<file path="src/design/jsu_pkg.sv">
// ----------------------------------------------------------------------------
// jsu_pkg: shared definitions for the JSON string unescape unit
// Character codes, decoder phase codes and the result record type.
// ----------------------------------------------------------------------------
package jsu_pkg;

	// Characters that the decoder recognizes.
	localparam logic [7:0] CH_QUOTE = 8'h22;
	localparam logic [7:0] CH_BSLASH = 8'h5C;
	localparam logic [7:0] CH_SLASH = 8'h2F;
	localparam logic [7:0] CH_B = 8'h62;
	localparam logic [7:0] CH_F = 8'h66;
	localparam logic [7:0] CH_N = 8'h6E;
	localparam logic [7:0] CH_R = 8'h72;
	localparam logic [7:0] CH_T = 8'h74;
	localparam logic [7:0] CH_BS = 8'h08;
	localparam logic [7:0] CH_FF = 8'h0C;
	localparam logic [7:0] CH_LF = 8'h0A;
	localparam logic [7:0] CH_CR = 8'h0D;
	localparam logic [7:0] CH_TAB = 8'h09;
	localparam logic [7:0] CH_SPACE = 8'h20;

	// Decoder phases.
	localparam logic [1:0] PH_WS = 2'd0;
	localparam logic [1:0] PH_STR = 2'd1;
	localparam logic [1:0] PH_ESC = 2'd2;
	localparam logic [1:0] PH_DONE = 2'd3;

	// One result item.
	typedef struct packed {
		logic [7:0] out_byte;
		logic       byte_valid;
		logic       string_done;
		logic       run_last;
	} res_t;

	localparam res_t RES_NONE = '{out_byte: 8'h00, byte_valid: 1'b0,
		string_done: 1'b0, run_last: 1'b0};

endpackage

</file>
<file path="src/design/json_string_unescape_unit.sv">
// ----------------------------------------------------------------------------
// json_string_unescape_unit: byte-wide JSON string token decoder
// Skips leading whitespace, strips the quotes and decodes simple escapes.
// ----------------------------------------------------------------------------
// The unit takes one encoded byte per request on the slave stream, with
// s_tlast on the final byte of each text, and returns the decoded string on
// the master stream. Every byte is decoded in the cycle it is accepted and
// its results are written straight into a three-entry result queue, so the
// unit takes one input byte per clock while the queue has room. A byte
// yields zero, one or two results; an unknown escape yields two (a
// backslash, then the byte). The slave side is ready while the queue holds
// at most one result, so a two-result byte or a stalled master side holds
// the slave side off until the queue drains again. m_tuser carries
// byte_valid and string_done, and m_tlast marks the last result caused by
// a byte whose s_tlast was set. Results with byte_valid low carry a zero
// byte. There is no configuration and no clearing pass after reset.
module json_string_unescape_unit (
	input  logic       clk,
	input  logic       arst_n,
	input  logic       s_tvalid,
	output logic       s_tready,
	input  logic [7:0] s_tdata,  // [7:0] in_byte
	input  logic       s_tlast,  // in_last
	output logic       m_tvalid,
	input  logic       m_tready,
	output logic [7:0] m_tdata,  // [7:0] out_byte
	output logic [1:0] m_tuser,  // [0] byte_valid, [1] string_done
	output logic       m_tlast   // run_last
);
	import jsu_pkg::*;

	localparam int QDEPTH = 3;

	logic [1:0] phase_q;
	logic [1:0] phase_d;
	logic [1:0] cnt_q;
	logic [1:0] cnt_d;
	logic [1:0] base;
	logic [1:0] n_res;
	res_t       res0;
	res_t       res1;
	res_t       que_q [QDEPTH];
	res_t       que_d [QDEPTH];
	logic       push;
	logic       pop;
	logic       is_blank;
	logic       known;
	logic [7:0] unesc;

	// The queue always has room for two results when a request is taken.
	assign s_tready = (cnt_q <= 2'd1);
	assign m_tvalid = (cnt_q != 2'd0);
	assign push = s_tvalid & s_tready;
	assign pop = m_tvalid & m_tready;

	assign m_tdata = que_q[0].out_byte;
	assign m_tuser = {que_q[0].string_done, que_q[0].byte_valid};
	assign m_tlast = que_q[0].run_last;

	// Escape lookup: known escapes map to one byte, anything else is kept.
	always_comb begin
		known = 1'b1;
		case (s_tdata)
			CH_QUOTE:  unesc = CH_QUOTE;
			CH_BSLASH: unesc = CH_BSLASH;
			CH_SLASH:  unesc = CH_SLASH;
			CH_B:      unesc = CH_BS;
			CH_F:      unesc = CH_FF;
			CH_N:      unesc = CH_LF;
			CH_R:      unesc = CH_CR;
			CH_T:      unesc = CH_TAB;
			default: begin
				known = 1'b0;
				unesc = s_tdata;
			end
		endcase
	end

	assign is_blank = (s_tdata == CH_SPACE) || (s_tdata inside {[CH_TAB:CH_CR]});

	// Decode the incoming byte against the current phase.
	always_comb begin
		res0 = RES_NONE;
		res1 = RES_NONE;
		n_res = 2'd0;
		phase_d = phase_q;
		case (phase_q)
			PH_WS: begin
				if (is_blank) begin
					if (s_tlast) begin
						n_res = 2'd1;
						res0.string_done = 1'b1;
						res0.run_last = 1'b1;
					end
				end else if (s_tdata == CH_QUOTE) begin
					phase_d = PH_STR;
					if (s_tlast) begin
						n_res = 2'd1;
						res0.string_done = 1'b1;
						res0.run_last = 1'b1;
					end
				end else begin
					// Anything but whitespace or a quote first closes an empty string.
					phase_d = PH_DONE;
					n_res = 2'd1;
					res0.string_done = 1'b1;
					res0.run_last = s_tlast;
				end
			end
			PH_STR: begin
				if (s_tdata == CH_BSLASH) begin
					// A trailing backslash is dropped; the string just ends.
					phase_d = PH_ESC;
					if (s_tlast) begin
						n_res = 2'd1;
						res0.string_done = 1'b1;
						res0.run_last = 1'b1;
					end
				end else if (s_tdata == CH_QUOTE) begin
					phase_d = PH_DONE;
					n_res = 2'd1;
					res0.string_done = 1'b1;
					res0.run_last = s_tlast;
				end else begin
					n_res = 2'd1;
					res0 = '{out_byte: s_tdata, byte_valid: 1'b1,
						string_done: s_tlast, run_last: s_tlast};
				end
			end
			PH_ESC: begin
				phase_d = PH_STR;
				if (known) begin
					n_res = 2'd1;
					res0 = '{out_byte: unesc, byte_valid: 1'b1,
						string_done: s_tlast, run_last: s_tlast};
				end else begin
					// Unknown escape: emit the backslash, then the byte itself.
					n_res = 2'd2;
					res0 = '{out_byte: CH_BSLASH, byte_valid: 1'b1,
						string_done: 1'b0, run_last: 1'b0};
					res1 = '{out_byte: unesc, byte_valid: 1'b1,
						string_done: s_tlast, run_last: s_tlast};
				end
			end
			default: begin
				// String already done: only the final byte leaves a marker.
				if (s_tlast) begin
					n_res = 2'd1;
					res0.run_last = 1'b1;
				end
			end
		endcase
		if (s_tlast) begin
			phase_d = PH_WS;
		end
	end

	// Result queue: shift out at the head, write new results behind the
	// entries that remain after the pop.
	assign base = cnt_q - {1'b0, pop};
	assign cnt_d = base + (push ? n_res : 2'd0);

	always_comb begin
		for (int i = 0; i < QDEPTH; i++) begin
			if (pop && (i < QDEPTH - 1)) begin
				que_d[i] = que_q[(i < QDEPTH - 1) ? i + 1 : i];
			end else begin
				que_d[i] = que_q[i];
			end
			if (push && (n_res != 2'd0) && (2'(i) == base)) begin
				que_d[i] = res0;
			end
			if (push && (n_res == 2'd2) && (2'(i) == base + 2'd1)) begin
				que_d[i] = res1;
			end
		end
	end

	always_ff @(posedge clk or negedge arst_n) begin
		if (!arst_n) begin
			phase_q <= PH_WS;
			cnt_q <= 2'd0;
		end else begin
			cnt_q <= cnt_d;
			if (push) begin
				phase_q <= phase_d;
			end
		end
	end

	always_ff @(posedge clk) begin
		que_q <= que_d;
	end

	// A final byte always sends the decoder back to skipping whitespace.
	a_last_resets_phase: assert property (@(posedge clk) disable iff (!arst_n)
		(push && s_tlast) |=> (phase_q == PH_WS))
		else $error("phase not reset after final byte");

	// A final byte always produces at least one result.
	a_last_gives_result: assert property (@(posedge clk) disable iff (!arst_n)
		(push && s_tlast) |=> (cnt_q != 2'd0))
		else $error("final byte produced no result");

	// Results without a decoded byte carry a zero byte.
	a_empty_result_zero: assert property (@(posedge clk) disable iff (!arst_n)
		(m_tvalid && !m_tuser[0]) |-> (m_tdata == 8'h00))
		else $error("nonzero byte on result without byte_valid");

endmodule
</file>
<file path="config.mk">
export PLATFORM = sky130hd
export DESIGN_NAME = json_string_unescape_unit
export DESIGN_NICKNAME = d
export VERILOG_FILES = /design/src/design/jsu_pkg.sv /design/src/design/json_string_unescape_unit.sv
export SDC_FILE = /design/constraint.sdc
export NUM_CORES = 1
export LEC_CHECK = 0
export BUFFER_PORTS_ARGS = -buffer_cell sky130_fd_sc_hd__buf_2
export CORE_MARGIN = 4
export CORE_UTILIZATION = 54
export DETAILED_ROUTE_END_ITERATION = 7
export PLACE_DENSITY_LB_ADDON = 0.08
export SLEW_MARGIN = 30
export SYNTH_ARGS = -nofsm -noshare
export SYNTH_HDL_FRONTEND = slang
export SYNTH_SLANG_ARGS = --single-unit
export TNS_END_PERCENT = 5
</file>
<file path="constraint.sdc">
create_clock -name clk -period 2.9 [get_ports clk]
set_input_delay 0.145 -clock clk [delete_from_list [all_inputs] [get_ports clk]]
set_output_delay 0.145 -clock clk [all_outputs]
set_load 0.03 [all_outputs]
</file>
# == Yosys cells after proc, flatten, opt, wreduce, memory -nomap -nowiden ==
# Index checks and enable logic that the tools add are counted.
# classes
n_addsub,3
n_lt_le_gt_ge,3
n_eq_ne,18
muxes,37
bitwise_logic,2
n_reduce_logical,21
# op_table
operator,count
2-to-1 mux 11 bit,11
one-hot mux 8 bit (8 select lines),1
equality test 8 x 7 -> 1 bit (second input constant),6
equality test 8 x 6 -> 1 bit (second input constant),3
2-to-1 mux 2 bit,12
2-to-1 mux 9 bit,2
one-hot mux 9 bit (2 select lines),1
one-hot mux 2 bit (3 select lines),2
logical AND 1 bit,9
greater-or-equal comparator 8 x 4 -> 1 bit (second input constant),1
<= comparator 8 x 4 -> 1 bit (second input constant),1
OR reduction 8 bit,1
logical NOT 2 bit,3
2-to-1 mux 1 bit,6
one-hot mux 1 bit (3 select lines),2
nonzero test 2 bit,3
nonzero test 3 bit,2
equality test 1 x 2 -> 1 bit (first input constant),2
equality test 2 bit (first input constant),2
equality test 2 bit (second input constant),2
!= test 4 bit (second input constant),1
AND reduction 4 bit,1
nonzero test 4 bit,1
!= test 3 bit (second input constant),1
other kinds (7),8
# word_totals
regBits,37
out_inout_bits,13
word_cells,98

# == Depth between registers and ports, before layout ==
# Gate-level depths: netlist (run 1).
# depth
depth_word,10
ltp_mapped,11

# == Least setup slack after synthesis (run 1) ==
# OpenSTA, ideal clock, no wires.
# synth_timing
path_type,flip-flop to flip-flop
start,register cnt_q[1]
end,register que_q[11] in the netlist's numbering (enable)
setup_time_ns,0.355
arrival_time_ns,2.906
required_ns,2.545
slack_ns,-0.361
path_stages_with_launch,12
n_path_buf,1
cell_sequence,dfrtp_1 -> inv_1 -> nand2_1 -> nand2_1 -> inv_1 -> ha_1 -> inv_1 -> or3_1 -> or3_4 -> or2_0 -> buf_6 -> nand3_1
# synth_between
elab_cells_between_ends,13
# synth_rtl
element,line,source
from (decl),json_string_unescape_unit.sv:36,logic [1:0] cnt_q;
from (signal assigned),json_string_unescape_unit.sv:184,cnt_q <= cnt_d;
<= comparator 2 x 1 -> 1 bit (*),json_string_unescape_unit.sv:51,assign s_tready = (cnt_q <= 2'd1);
net s_tready,json_string_unescape_unit.sv:21,"output logic s_tready,"
bitwise AND 1 bit (*),json_string_unescape_unit.sv:53,assign push = s_tvalid & s_tready;
logical AND 1 bit (on tied branches) (2 in a row),"json_string_unescape_unit.sv:170, json_string_unescape_unit.sv:173",
nonzero test 3 bit (no line) (*),n/a,
to (signal assigned),json_string_unescape_unit.sv:192,que_q <= que_d;
to (decl),json_string_unescape_unit.sv:42,res_t que_q [QDEPTH];
# The timed path passes the listed nets; every way through them passes the cells marked *.
# A chain may end at the register's enable or synchronous reset.

==> results_dict.tcl, run 1 <==
set metrics [dict create \
    cts_htree_levels 2 \
    ant_nets 0 \
    overflow 0 \
    placedCellCount 379 \
    path_class "flop to flop" \
    final_common_cell "edfxtp_1" \
    post_cts_buffers 0 \
    via_count 2481 \
    hold_violations 0 \
    worst_r2r_path_depth 9 \
    register_area_um2 1090 \
    path_delay_family "compound AO/OA/AOI/OAI gates" \
    period_share 0.969 \
    rr_startpoint "phase_q[0]" \
    tightest_slew_ns 0.723 \
    cp_slowest_stage_delay_ns 0.42 \
    skew_ns 0.00893 \
    syn-instance-count 286 \
    synth.avg_cell_area_um2 9.58 \
    io_buffers 25 \
    maxCapViolCount 0 \
    crit_path_start "phase_q[0]" \
    grt_pass1_vias 2264 \
    final_cell_mix "edfxtp_1, buf_4, nand2_1, buf_2" \
    path_buf_inv 2 \
    max_freq_ghz 0.356 \
    top_layer "met4" \
    cts.sinks 37 \
    firstDrtPassIters 5 \
    antennaDiodeCount 0 \
    worst-r2r-setup-slack_ns 0.09 \
    hp-class "input pin to async pin" \
    chipWidth_um 79.2 \
    critPathCaptureType "flop" \
    core_area_um2 4820 \
    synth-main-ff-cell "edfxtp_1" \
    gp_congestion 0.952 \
    setup_viol 0 \
    hold-worst-slack_ns 0.178 \
    reg2reg_to "que_q[7]" \
    synth-seq-cells 37 \
    total_power_uw 3170 \
    yosysWarnings 0 \
    routed_via_density 6.39 \
    cts.clk_slew.worst_paths_ns 0.07 \
    worstPathMaxFanout 6 \
    cts_made_buffers 5 \
    dp_hpwl_mm 5.50 \
    async_flop_share 0.108 \
    clock_latency_ns 0.29 \
    multiInputGateArea_um2 1460 \
    arrival_ns 2.93 \
    synth_seq_area_share 0.398 \
    grt_max_degree 18 \
    cp-start-kind "flop" \
    dieHeight_um 79.2 \
    routed_wl_mm 7.27 \
    vdd_ir_drop_max_mv 0.564 \
    fin_nets 339 \
    area_growth_syn_to_layout_pct 15.3 \
    powerDensity_nw_per_um2 1000 \
    drive_gt1_frac 0.252 \
    grt_first_pass_wirelength_mm 11.8 \
    io_pins 26 \
    synth_nets 305 \
    wl_met3_um 608 \
    relSlewSlack 0.513 \
    final.min_clock_period_ns 2.81 \
    cp_slowest_cell "a211o_2" \
    die-area_um2 6280 \
    rsz0062_at_grt "true" \
    outcome "complete, no violations" \
    syn-cell-area_um2 2740 \
    wl_per_cell_um 18.7 \
    initial_core_util 0.569 \
    antenna_found_initial 0 \
    finalNonFillerCells 388 \
    met1Wirelength_mm 3.42 \
    synth_edf_count 33 \
    met2WireLength_mm 3.06 \
    cts-root-buf "clkbuf_8" \
    fillers 411 \
    track_usage 0.246 \
    crit_required_ns 3.02 \
    clk_path_buf_depth 2 \
    ys_types 69 \
    drt_iter0_drc 390 \
    power.leakage_uw 0.00128 \
    rows 25 \
    final_max_slew_viol_count 0 \
    cts_tree "built" \
    drc_errors 0 \
    crit_path_cell_trace "inv_1 -> ha_1 -> a211oi_1 -> a41oi_1 -> a211o_2 -> nor4_4 -> and2_0 -> buf_4 -> mux2i_1" \
]
-- registers in the layout, indices dropped and copies added (netlist names) --
| signal | cells |
|---|---|
| phase_q | 2 |
| m_tdata | 8 |
| m_tlast | 1 |
| que_q | 22 |
| m_tuser | 2 |
| cnt_q | 2 |
-- layer usage --
metal  track usage  up-vias
met4        0.0842        0
li1              -     1167
met2         0.362      141
met3        0.0374       15
met5             0        -
met1         0.369     1158
-- where the power goes --
group	switching, µW	internal, µW	total (µW)
logic	1090	606	1690
clock network	190	346	536
registers	66.4	870	937
-- metrics by stage --
step / instance area (µm²) / setup slack, ns / setup TNS [ns] / utilization
final: 3160 / 0.0886 / 0 / 0.655
after global routing: 3160 / -0.0470 / -0.202 / 0.655
after CTS: 3150 / 0.134 / 0 / 0.654
after detailed placement: 3000 / 0.131 / 0 / 0.624
after global placement: 3000 / 0.108 / 0 / 0.624
after floorplan: 2750 / 0.0400 / 0 / -
-- worst max path at each step --
stage,end,cells after the start
2_1_floorplan,que_q[21],11
3_3_place_gp,que_q[14],9
3_5_place_dp,m_tdata[3],8
4_1_cts,m_tdata[3],9
5_1_grt,que_q[7],9
6_report,que_q[7],9
-- Yosys cell counts, types with 4 or more instances --
| cell | instances | share of area |
|---|---|---|
| mux2i_1 | 14 | 0.051 |
| nor4_1 | 8 | 0.018 |
| o211ai_1 | 9 | 0.025 |
| a21oi_1 | 10 | 0.018 |
| clkbuf_1 | 7 | 0.0096 |
| buf_4 | 11 | 0.030 |
| nand2_1 | 26 | 0.036 |
| buf_2 | 4 | 0.0073 |
| nor3_1 | 11 | 0.020 |
| o22ai_1 | 6 | 0.014 |
| inv_1 | 13 | 0.018 |
| nand3_1 | 13 | 0.024 |
| edfxtp_1 | 33 | 0.36 |
| a221oi_1 | 4 | 0.013 |
| a31oi_1 | 9 | 0.021 |
| nor2_1 | 7 | 0.0096 |
| ha_1 | 6 | 0.027 |
| dfrtp_1 | 4 | 0.037 |
| o21ai_0 | 14 | 0.026 |
| a211oi_1 | 4 | 0.011 |
-- final cells by class --
cell class,instances,area share
flip-flops and latches,37,0.346
multi-input cells,210,0.461
clock buffers,5,0.0218
inverters,13,0.0163
clock inverters,3,0.0218
well taps,67,0.0266
repair buffers,53,0.107
-- cell families (layout without fill, tap and decap cells) --
group / after synthesis / count (layout) / share of synthesized area
compound gates: 85 / 85 / 0.218
xor+xnor: 4 / 4 / 0.0128
fa+ha+maj: 6 / 6 / 0.0274
buf+inv: 39 / 74 / 0.0763
flops: 37 / 37 / 0.398
mux: 16 / 16 / 0.0608
simple gates: 99 / 99 / 0.206
-- what timing repair did --
item,in CTS,in global routing
resized for setup,0,1
endpoints found under the hold margin,4,0
setup endpoints to repair,0,24
hold buffers,1,0
(Power assumes the default switching activity.)
==> run 2: changes to the inputs <==
Settings changed: BUFFER_PORTS_ARGS -buffer_cell sky130_fd_sc_hd__buf_2 to -buffer_cell sky130_fd_sc_hd__buf_4, MAX_ROUTING_LAYER set to met4, TNS_END_PERCENT 5 to 10.
==> run 2 against run 1 <==
  * Design area up 0.16%
  * Routed wire length up 3.2%
  * Sequential share of layout area down 0.055 points
  * Critical path depth up 2
  * Clock-buffer cell count unchanged
  * Core utilization up 0.10 points
  * Die area unchanged
  * Largest power group unchanged
  * Non-clock buffer count down 8
  * Clock power down 19%
  * Maximum frequency up 3.0%
  * Global-route usage up 0.34 points
  * Clock skew down 0.0049 ns
==> results_dict.tcl, run 2 (same netlist as run 1, synthesis figures left out) <==
set metrics [dict create \
    cts-root-buf "clkbuf_8" \
    period_share 0.941 \
    drt_iter0_drc 395 \
    rsz0062_at_grt "false" \
    worstPathMaxFanout 5 \
    fin_tns_setup_ns 0 \
    grt_max_degree 19 \
    setup_viol 0 \
    cp-start-kind "flop" \
    cp_slowest_stage_delay_ns 0.44 \
    clk_path_buf_depth 2 \
    drc_errors 0 \
    grt_pass1_vias 2302 \
    maxCapViolCount 0 \
    tightest_slew_ns 0.711 \
    dieHeight_um 79.2 \
    crit_required_ns 2.95 \
    io_buffers 25 \
    cts_tree "built" \
    vdd_ir_drop_max_mv 0.582 \
    area_growth_syn_to_layout_pct 15.4 \
    cts.sinks 37 \
    largest_reg_flops 22 \
    critPathCaptureType "flop" \
    overflow 0 \
    fin_nets 331 \
    routed_wl_mm 7.50 \
    cts_made_buffers 5 \
    io_pins 26 \
    max_freq_ghz 0.366 \
    arrival_ns 2.78 \
    via_count 2485 \
    final_common_cell "buf_4" \
    firstDrtPassIters 5 \
    regMostFlops "que_q" \
    relSlewSlack 0.521 \
    rows 25 \
    hp-class "input pin to flop" \
    gp_congestion 1.03 \
    final.min_clock_period_ns 2.73 \
    grt_first_pass_wirelength_mm 11.7 \
    core_area_um2 4820 \
    antenna_found_initial 0 \
    skew_ns 0.00405 \
    powerDensity_nw_per_um2 983 \
    track_usage 0.250 \
    drive_gt1_frac 0.233 \
    cpMostUsedCell "inv_1" \
    ant_nets 0 \
    final_max_slew_viol_count 0 \
    cp_slowest_cell "dfrtp_1" \
    hold_violations 0 \
    cts.clk_slew.worst_paths_ns 0.07 \
    register_area_um2 1090 \
    power.leakage_uw 0.00124 \
    path_class "flop to flop" \
    crit_path_cell_trace "inv_4 -> nand2_2 -> nand2_1 -> inv_1 -> ha_1 -> inv_1 -> buf_4 -> nor4_1 -> a21boi_2 -> mux2_1 -> mux2_4" \
    fillers 439 \
    outcome "complete, no violations" \
    cts_htree_levels 2 \
    antennaDiodeCount 0 \
    wl_per_cell_um 19.7 \
    routed_via_density 6.54 \
    chipWidth_um 79.2 \
    multiInputGateArea_um2 1460 \
    dp_hpwl_mm 5.57 \
    total_power_uw 3110 \
    die-area_um2 6280 \
    initial_core_util 0.569 \
    clock_latency_ns 0.29 \
    final_cell_mix "buf_4, edfxtp_1, nand2_1" \
]
-- run 2: cell count changes in the layout (fill, tap and decap cells not counted), sizes merged --
| cell | previous run | this run |
|---|---|---|
| inv | 14 | 13 |
| buf | 52 | 44 |
| bufinv | 2 | 1 |
| clkinvlp | 0 | 1 |
| clkinv | 0 | 1 |
-- run 2: what timing repair did --
action,CTS,global route
resized for setup,0,3
setup buffers,0,0
hold buffers,1,0
hold endpoints to repair,4,0
setup endpoints to repair,0,15
-- run 2: final cells by class --
type | count | share of cell area
Tap cell | 67 | 0.0265
Inverter | 13 | 0.0162
Clock buffer | 5 | 0.0218
Multi-Input combinational cell | 210 | 0.462
Clock inverter | 3 | 0.0131
Sequential cell | 37 | 0.345
Timing Repair Buffer | 45 | 0.116
-- run 2: per-layer routing --
layer	up-vias	share of wire	global-route usage	wire (µm)
met4	0	0.019	0.0808	144
met3	14	0.095	0.0397	710
li1	1150	-	-	-
met5	-	0	-	0
met2	143	0.45	0.378	3400
met1	1178	0.43	0.345	3250
-- run 2: final timing paths --
kind	slack [ns]	cells after the start	endpoint	start
min reg2reg	0.56	2	m_tuser[0]	que_q[13]
max in group asynchronous	2.62	2	phase_q[0]	arst_n
min	0.15	2	phase_q[1]	s_tlast
max reg2reg	0.17	11	m_tdata[0]	cnt_q[1]
min in group asynchronous	0.18	2	cnt_q[1]	arst_n
max	0.17	11	m_tdata[0]	cnt_q[1]
-- run 2: through the flow --
step / cell area (µm²) / setup WS (ns) / std cells / util / hold slack [ns]
floorplan: 2750 / 0.0400 / 286 / - / -0.151
global placement: 3030 / 0.145 / 371 / 0.629 / -0.0585
detailed placement: 3030 / 0.108 / 371 / 0.629 / -0.0590
CTS: 3150 / 0.0882 / 380 / 0.654 / 0.135
global route: 3160 / 0.0238 / 380 / 0.656 / 0.145
finish: 3160 / 0.171 / 380 / 0.656 / 0.153
-- run 2: power breakdown --
part | leakage (µW) | internal [µW] | switching, µW
logic | 0.000829 | 638 | 1090
clock network | 0.0000518 | 253 | 181
registers | 0.000364 | 872 | 76.8
-- run 2: critical path: cells and delay by family, from the launching register on --
kind            cells  cell delay [ns]
compound gates      1             0.30
fa+ha+maj           1             0.31
buf+inv             4             0.34
flops               1             0.44
mux                 2             0.60
simple gates        3             0.48
==> run 3: changes to the inputs <==
Settings changed: CORE_UTILIZATION 54 to 50.
==> run 3 against run 2 <==
  * Sequential power barely moved
  * Maximum frequency fell by 2.4%
  * Largest power group unchanged
  * Clock skew rose by 0.0013 ns
  * Die area rose by 7.2%
  * Global-route usage rose by 1.3 points
  * Critical path depth fell by 1
  * Cell count rose by 2.4%
  * Design area rose by 1.3%
==> results_dict.tcl, run 3 (same netlist as run 1, synthesis figures left out) <==
set metrics [dict create \
    tightest_slew_ns 0.920 \
    drive_gt1_frac 0.251 \
    cts-root-buf "clkbuf_8" \
    largest_reg_flops 22 \
    wl_per_cell_um 20.4 \
    skew_ns 0.00539 \
    rsz0062_at_grt "true" \
    antenna_found_initial 0 \
    routed_wl_mm 7.95 \
    final_common_cell "buf_4" \
    reg2reg_to "que_q[7]" \
    gp_congestion 0.992 \
    io_pins 26 \
    power.leakage_uw 0.00128 \
    maxCapViolCount 0 \
    worstPathMaxFanout 5 \
    path_class "flop to flop" \
    relSlewSlack 0.380 \
    via_count 2516 \
    clock_latency_ns 0.29 \
    hp-class "input pin to flop" \
    track_usage 0.263 \
    top_layer "met4" \
    io_buffers 25 \
    cts_made_buffers 5 \
    ant_nets 0 \
    final_cell_mix "buf_4, edfxtp_1, nand2_1" \
    critPathCaptureType "flop" \
    crit_path_end "que_q[7]" \
    cp-start-kind "flop" \
    met2WireLength_mm 3.52 \
    fin_nets 337 \
    final_cell_area_um2 3200 \
    rows 26 \
    grt_pass1_vias 2328 \
    initial_core_util 0.526 \
    regMostFlops "que_q" \
    max_freq_ghz 0.358 \
    core_area_um2 5200 \
    crit_required_ns 3.04 \
    rr_startpoint "phase_q[0]" \
    dieHeight_um 82.0 \
    worst_r2r_path_depth 10 \
    powerDensity_nw_per_um2 996 \
    outcome "complete, no violations" \
    cts_tree "built" \
    chipWidth_um 82.0 \
    cts.sinks 37 \
    final.min_clock_period_ns 2.80 \
    dp_hpwl_mm 5.94 \
    grt_max_degree 19 \
    cts.clk_slew.worst_paths_ns 0.07 \
    met1Wirelength_mm 3.51 \
    setup_viol 0 \
    routed_via_density 6.47 \
    post_dp_cell_area_um2 3050 \
    overflow 0 \
    hold_violations 0 \
    die-area_um2 6730 \
    firstDrtPassIters 5 \
    vdd_ir_drop_max_mv 0.564 \
    grt_first_pass_wirelength_mm 12.7 \
    wl_met3_um 730 \
    finish.utilization 0.616 \
    final_max_slew_viol_count 0 \
    area_growth_syn_to_layout_pct 17.0 \
    clk_path_buf_depth 2 \
    cts_htree_levels 2 \
    worst-r2r-setup-slack_ns 0.10 \
    arrival_ns 2.94 \
    crit_path_start "phase_q[0]" \
    drt_iter0_drc 253 \
    antennaDiodeCount 0 \
    drc_errors 0 \
    period_share 0.964 \
]
run 3: worst min-delay path by stage:
stage | start | to | slack, ns | cells after the start
2_1_floorplan | arst_n | cnt_q[0] | -0.15 | 0
3_3_place_gp | arst_n | cnt_q[0] | -0.06 | 1
3_5_place_dp | arst_n | cnt_q[0] | -0.06 | 1
4_1_cts | s_tlast | phase_q[1] | 0.14 | 2
5_1_grt | s_tlast | phase_q[1] | 0.17 | 2
6_report | s_tlast | phase_q[1] | 0.15 | 2
run 3: metrics by stage:
step	hold WS (ns)	setup TNS, ns	power (µW)	worst slack [ns]	instances
floorplan	-0.151	0	2150	0.0400	286
global placement	-0.0571	0	2660	0.141	377
detailed placement	-0.0569	0	2670	0.117	377
CTS	0.144	0	3120	0.140	386
global route	0.166	-0.0313	3370	-0.0106	389
finish	0.155	0	3190	0.103	389
run 3: metal layers:
metal | vias up | global-route usage
met5 | - | -
li1 | 1165 | -
met1 | 1188 | 0.369
met4 | 0 | 0.0914
met3 | 19 | 0.0537
met2 | 144 | 0.376
run 3: critical path: stages, from the launching register on:
cell and delay, ns:
dfrtp_1 0.40, inv_1 0.11, ha_1 0.28, a211oi_2 0.26, a41oi_1 0.12, a211o_2 0.42
nor4_4 0.25, buf_4 0.18, and2_0 0.24, buf_4 0.19, mux2i_1 0.20
run 3: area by class of cell:
type	count	area (µm²)
Inverter	13	51.3
Clock inverter	3	41.3
Clock buffer	5	68.8
Multi-Input combinational cell	210	1470
Sequential cell	37	1090
Timing Repair Buffer	51	398
Tap cell	70	87.6
Fill cell	441	2000
run 3: repair_timing:
action | 4_1_cts | 5_1_grt
endpoints found under the setup margin | 0 | 15
buffers inserted | 0 | 3
endpoints found under the hold margin | 4 | 0
resized for setup | 0 | 3
hold buffers | 1 | 0
run 3: report_power, final:
part | total [µW] | switching, µW | internal [µW]
registers | 950 | 78.7 | 872
logic | 1790 | 1110 | 683
clock network | 447 | 194 | 253
total | 3190 | 1380 | 1810
